`config.mk`:
```
export PLATFORM = sky130hd
export DESIGN_NAME = rbst_prep
export DESIGN_NICKNAME = d
export VERILOG_FILES = /design/src/sv/rbst_pkg.sv /design/src/sv/rbst_prep.sv
export SDC_FILE = /design/constraint.sdc
export NUM_CORES = 1
export LEC_CHECK = 0
export BUFFER_PORTS_ARGS = -buffer_cell sky130_fd_sc_hd__buf_2
export CORE_AREA = 5 5 382 384
export CTS_CLUSTER_SIZE = 30
export DETAILED_ROUTE_END_ITERATION = 10
export DIE_AREA = 0 0 387 389
export GPL_TIMING_DRIVEN = 1
export SYNTH_ARGS = -nofsm -noshare
export SYNTH_HDL_FRONTEND = slang
export SYNTH_SLANG_ARGS = --single-unit
```
`constraint.sdc`:
```
create_clock -name clock -period 13.2 [get_ports clock]
set_input_delay 2.64 -clock clock [delete_from_list [all_inputs] [get_ports clock]]
set_output_delay 2.64 -clock clock [all_outputs]
set_load 0.05 [all_outputs]
```
`src/sv/rbst_pkg.sv`:
```
// Package: shared constants for the ray/box slab test pipeline.
`default_nettype none
package rbst_pkg;
   localparam int COORD_WIDTH_DEF = 32;
   localparam int FRAC_BITS_DEF   = 16;
   localparam int NUM_AXES        = 3;
   localparam int NUM_LANES       = 2 * NUM_AXES;
   localparam int PREP_STAGES     = 2;
   localparam int FINISH_STAGES   = 4;
endpackage
`default_nettype wire

```
`src/sv/rbst_prep.sv`:
```
// Front end: slab distances numerators, magnitudes, signs and divider setup.
`default_nettype none
module rbst_prep import rbst_pkg::*; #(
   parameter int COORD_WIDTH = COORD_WIDTH_DEF,
   parameter int FRAC_BITS   = FRAC_BITS_DEF
) (
   input  wire logic                          clock,
   input  wire logic                          en,
   input  wire logic signed [COORD_WIDTH-1:0] org  [NUM_AXES],
   input  wire logic signed [COORD_WIDTH-1:0] dir  [NUM_AXES],
   input  wire logic signed [COORD_WIDTH-1:0] bmin [NUM_AXES],
   input  wire logic        [COORD_WIDTH-2:0] bsize[NUM_AXES],
   output logic             [COORD_WIDTH-1:0] r0   [NUM_LANES],
   output logic             [COORD_WIDTH-1:0] low  [NUM_LANES],
   output logic             [COORD_WIDTH-1:0] den  [NUM_LANES],
   output logic                               qneg [NUM_LANES],
   output logic                               ovf  [NUM_LANES],
   output logic                               dzero[NUM_AXES],
   output logic                               pass [NUM_AXES]
);
   localparam int W  = COORD_WIDTH;
   localparam int PW = W + 2;
   localparam int MW = W + 1;
   localparam int NW = MW + FRAC_BITS;
   localparam int HW = FRAC_BITS + 1;
   localparam int CW = (HW > W) ? HW : W;

   logic signed [PW-1:0] a_ff [NUM_AXES];
   logic signed [PW-1:0] b_ff [NUM_AXES];
   logic        [W-1:0]  d_ff [NUM_AXES];
   logic                 dn_ff[NUM_AXES];
   logic                 dz_ff[NUM_AXES];

   always_ff @(posedge clock) begin
      if (en) begin
         for (int i = 0; i < NUM_AXES; i++) begin
            a_ff[i]  <= PW'(bmin[i]) - PW'(org[i]);
            b_ff[i]  <= PW'(bmin[i]) - PW'(org[i]) + PW'({1'b0, bsize[i]});
            d_ff[i]  <= dir[i][W-1] ? W'(-dir[i]) : W'(dir[i]);
            dn_ff[i] <= dir[i][W-1];
            dz_ff[i] <= (dir[i] == '0);
         end
      end
   end

   logic [MW-1:0] mag [NUM_LANES];
   logic          nneg[NUM_LANES];
   logic [NW-1:0] num [NUM_LANES];

   always_comb begin
      for (int i = 0; i < NUM_AXES; i++) begin
         nneg[2*i]   = a_ff[i][PW-1];
         nneg[2*i+1] = b_ff[i][PW-1];
         mag[2*i]    = a_ff[i][PW-1] ? MW'(-a_ff[i]) : MW'(a_ff[i]);
         mag[2*i+1]  = b_ff[i][PW-1] ? MW'(-b_ff[i]) : MW'(b_ff[i]);
      end
      for (int l = 0; l < NUM_LANES; l++) begin
         num[l] = {mag[l], {FRAC_BITS{1'b0}}};
      end
   end

   always_ff @(posedge clock) begin
      if (en) begin
         for (int l = 0; l < NUM_LANES; l++) begin
            r0[l]   <= W'(num[l][NW-1:W]);
            low[l]  <= num[l][W-1:0];
            den[l]  <= d_ff[l/2];
            qneg[l] <= nneg[l] ^ dn_ff[l/2];
            ovf[l]  <= CW'(num[l][NW-1:W]) >= CW'(d_ff[l/2]);
         end
         for (int i = 0; i < NUM_AXES; i++) begin
            dzero[i] <= dz_ff[i];
            pass[i]  <= !dz_ff[i] || (a_ff[i] <= 0 && b_ff[i] >= 0);
         end
      end
   end
endmodule
`default_nettype wire

```
# Yosys cells after proc, flatten, opt, wreduce, memory -nomap -nowiden
# Memory sizes are Yosys's and may differ from the RTL's.
# Index checks and enable logic that the tools add are counted.
# word_totals
ramBits	306
memories	5
out_inout_bits	594
latch_bits	0
mem_bits_ro	0
reg_bits	312
# mem_list
memory	depth	word_bits	read_ports	rd_clocked_by_memory_dff	wr	line	rtl
a_ff	3	34	3	0	3	rbst_prep.sv:28	logic signed [PW-1:0] a_ff [NUM_AXES];
b_ff	3	34	3	0	3	rbst_prep.sv:29	logic signed [PW-1:0] b_ff [NUM_AXES];
d_ff	3	32	3	0	3	rbst_prep.sv:30	logic [W-1:0] d_ff [NUM_AXES];
dn_ff	3	1	3	0	3	rbst_prep.sv:31	logic dn_ff[NUM_AXES];
dz_ff	3	1	3	0	3	rbst_prep.sv:32	logic dz_ff[NUM_AXES];
# op_classes
eq_ne	0
n_shift	0
bitwise	6
muxes	11
mul	0
n_div	0
reduce_logical	12
order_cmp	12
addsub	18
# ops
operator	count
two-way mux 33 bit	6
negation 33 bit	6
subtractor 32 x 32 -> 33 bit	6
>= comparator 17 x 32 -> 1 bit	6
adder 33 x 32 -> 34 bit	3
>= comparator 34 x 1 -> 1 bit, second input constant	3
less-or-equal comparator 34 x 1 -> 1 bit, second input constant	3
logical NOT 32 bit	3
two-way mux 32 bit	3
negation 32 bit	3
XOR 1 bit	6
logical AND 1 bit	3
logical NOT 1 bit	3
logical OR 1 bit	3
two-way mux 1 bit	2

# Depth between registers and ports, before layout
# An unclocked memory read counts as a cell.
# logic_depth
ltp_word	4
ltp_mapped	20
depth_no_buf	20

# Least setup slack after synthesis
# No wires, ideal clock.
# synth_timing
path_kind	input -> register
from	input bmin[33] in the netlist's numbering
to	memory b_ff[0][65] in the netlist's numbering (data pin)
path_stages	15
required_time_ns	12.942
slack_ns	7.206
t_arrival_ns	5.735
n_path_buf	0
path_cell_list	inv_1 > fa_1 > inv_1 > ha_1 > a211oi_1 > o211ai_1 > a211oi_1 > a31oi_1 > o221ai_1 > o21bai_1 > a21oi_1 > o21ai_0 > a221o_1 > a21oi_1 > xnor2_1
# synth_lines
item	line	rtl
from (decl)	rbst_prep.sv:11	input wire logic signed [COORD_WIDTH-1:0] bmin [NUM_AXES],
to (decl)	rbst_prep.sv:29	

==> impl_metrics.json <==
{
  "final_area_sq_mm": 0.0487,
  "max_freq_ghz": 0.161,
  "firstDrtPassIters": 5,
  "h-tree-depth": 3,
  "setup_violations": 0,
  "max_slew_margin_pct": 27.7,
  "yosys.area_share.adder_pct": 14.0,
  "yosys_warnings": 0,
  "synth.distinct_cells": 72,
  "async_flop_share_pct": 0,
  "finalPower_w": 0.00777,
  "synth_edf_count": 615,
  "cts_tree": "built",
  "drtIter0Drc": 1830,
  "crit_arrival_ns": 6.65,
  "final_max_slew_viol_count": 0,
  "final_hold_viol_count": 0,
  "die_h_um": 389,
  "startpoint_type": "input port",
  "rows": 139,
  "hold_buffers": 0,
  "grt_max_degree": 169,
  "crit_slowest_cell": "o311ai_0",
  "ys.flop_type": "edfxtp_1",
  "num_vias": 30200,
  "tightest_slew_ns": 1.08,
  "die_x_um": 387,
  "drc": 0,
  "rsz0062_at_grt": "false",
  "grt_pass1_vias": 29900,
  "grt_pass1_wl_um": 186000,
  "synth_compound_area_share_pct": 12.6,
  "fin_setup_tns_ns": 0,
  "initial_core_util_pct": 29.0,
  "clk_latency_ns": 0.69,
  "worstPathMaxFanout": 4,
  "nets": 5392,
  "period_minus_slack_ns": 6.23,
  "vdd_drop_max_uv": 107,
  "die_area_sq_mm": 0.151,
  "clkTransAtPathRegs_ns": 0.07,
  "nFillCells": 14400,
  "synthCells": 3868,
  "drv_cap": 0,
  "avgSynthCellArea_sq_um": 10.7,
  "crit_required_ns": 13.63,
  "worstSetupPathType": "in2reg",
  "post_drt_wl_per_cell_um": 19.5,
  "finalNonFillerCells": 6573,
  "syn_to_final_growth_pct": 17.9,
  "max_stage_delay_ns": 0.82,
  "critPathCaptureType": "flop",
  "clk_path_buf_depth": 3,
  "synth-xor-area-share_pct": 9.49,
  "gr-total-overflow": 0,
  "io_buffer_count": 790,
  "gp_congestion": 0.911,
  "ant_nets": 0,
  "synthSimpleGateAreaFrac_pct": 8.25,
  "clkSinkCount": 615,
  "skew_ns": 0.0323,
  "finalCritPeriodShare_pct": 47.2,
  "p_leak_nw": 21.6,
  "status": "completed",
  "ios": 977,
  "drive_gt1_share_pct": 20.4,
  "placed_cell_area_sq_mm": 0.0462,
  "synthMuxAreaShare_pct": 0,
  "post-cts-setup-buffers": 0,
  "crit_path_cell_trace": "buf_2, inv_1, fa_1, inv_1, ha_1, a21o_1, nand4_1, a21oi_1, o31ai_1, buf_4, o311ai_0, o211ai_1, o21a_1, nor2_1, or2_2, nand4_1, a32o_1",
  "antenna_found_initial": 18,
  "clockRootBuffer": "clkbuf_16",
  "dp.cells": 6430,
  "grt_usage_pct": 16.2,
  "powerDensity_mw_per_mm2": 159,
  "syn_area_sq_mm": 0.0414,
  "fp.coreArea_sq_mm": 0.142,
  "hpwlAfterDp_um": 106000,
  "synth_top_family_by_area": "adder cells",
  "ys_ff_latch": 615,
  "totalWireLength_um": 128000,
  "synth_seq_area_share_pct": 44.7,
  "hold_class": "reg2reg",
  "numCtsBuffers": 75,
  "viasPerCell": 4.60,
  "ctsResizeCount": 0
}
power breakdown:
group          switching (W)  internal, W
clock network       0.000886      0.00122
registers           0.000231      0.00265
logic                0.00192     0.000870
total                0.00304      0.00473
area by class of cell:
class | instances | area, sq um | share of cell area [%]
inverters | 602 | 2260 | 4.64
diodes | 8 | 20.0 | 0.0411
clock buffers | 89 | 1930 | 3.96
multi-input cells | 2505 | 19000 | 39.0
flip-flops and latches | 615 | 18500 | 37.9
well taps | 1903 | 2380 | 4.88
repair buffers | 805 | 4110 | 8.44
clock inverters | 46 | 558 | 1.14
through the flow:
stage	setup WS (ns)	hold slack, ns	util (%)
2_1_floorplan	7.21	0.417	-
3_3_place_gp	6.45	0.427	32.5
3_5_place_dp	6.36	0.431	32.5
4_1_cts	7.14	0.436	34.2
5_1_grt	6.94	0.457	34.2
6_report	6.97	0.442	34.2
cells by family after synthesis:
family,after synthesis
buf+inv,933
compound gates,804
simple gates,662
flops,615
xor+xnor,448
fa+ha+maj,405
other cells,1
final timing paths:
path,cells past startpoint,to,slack [ns],start
setup / recovery,17,b_ff[0][33]$_DFFE_PP_,6.97,bmin[65]
hold / removal,0,den[94]$_DFFE_PP_,0.44,d_ff[0][62]$_DFFE_PP_
setup reg to reg,20,ovf[5]$_DFFE_PP_,8.44,a_ff[0][0]$_DFFE_PP_
hold reg to reg,0,den[94]$_DFFE_PP_,0.44,d_ff[0][62]$_DFFE_PP_
critical path: cells and delay by family:
family / cells / cell delay (ns)
AO/OA/AOI/OAI: 7 / 2.17
AND/OR/NAND/NOR: 4 / 0.59
adder cells (fa/ha/maj): 2 / 0.83
buffers and inverters: 4 / 0.39
metal layers:
layer | vias up | track usage (%) | share of wire (%)
li1 | 14500 | - | -
met1 | 14600 | 19.9 | 41
met2 | 875 | 28.3 | 50
met3 | 191 | 3.44 | 5.5
met4 | 10 | 5.78 | 3.4
met5 | - | 0 | 0.047
cell usage after synthesis (all sizes together) (4+ instances only):
master | number | area [sq um]
nand2 | 202 | 758
o211ai | 11 | 82.6
nor2b | 34 | 213
and4 | 4 | 35.0
fa | 96 | 1920
o31ai | 90 | 686
clkbuf | 47 | 176
ha | 309 | 3870
a41oi | 5 | 43.8
a211oi | 20 | 150
a31oi | 17 | 106
a21o | 117 | 878
buf | 284 | 2130
o41ai | 48 | 420
and2 | 10 | 62.6
o21bai | 17 | 128
nand2b | 44 | 275
nand3b | 5 | 37.5
or2 | 21 | 131
nand3 | 49 | 250
o21a | 32 | 240
xor2 | 81 | 709
a221o | 4 | 40.0
xnor2 | 367 | 3210
nor2 | 103 | 397
a21oi | 188 | 941
o31a | 5 | 43.8
nor4 | 31 | 206
or4 | 46 | 364
edfxtp | 615 | 18500
or3 | 32 | 205
o2111ai | 4 | 35.0
a31o | 5 | 43.8
nor3 | 34 | 170
a221oi | 6 | 52.6
nand4 | 27 | 169
inv | 602 | 2260
and3 | 14 | 87.6
a21boi | 10 | 75.1
o21ai | 199 | 996
cells in the final DEF (no fill, tap or decap), drive strengths merged, types with 14 or more instances in the layout:
master	synthesis	layout
a31oi	17	17
inv	602	604
or2	21	21
and3	14	14
nand3	49	49
ha	309	309
xnor2	367	367
nor4	31	31
conb	1	186
buf	284	805
o21ai	199	199
a21o	117	117
o21bai	17	17
o31ai	90	90
a211oi	20	20
xor2	81	81
o41ai	48	48
nand2b	44	44
a21oi	188	188
or3	32	32
nand4	27	27
nand2	202	202
clkinv	0	35
or4	46	46
nor2b	34	34
fa	96	96
o21a	32	32
nor2	103	103
edfxtp	615	615
clkbuf	47	89
nor3	34	34
registers in the layout (all words and copies together) (netlist names):
signal / count
d_ff: 96
qneg: 6
low: 96
pass: 3
b_ff: 102
den: 96
a_ff: 99
dn_ff: 3
r0: 102
dzero: 3
ovf: 6
dz_ff: 3
No activity file was read; power rests on OpenSTA's default activity.
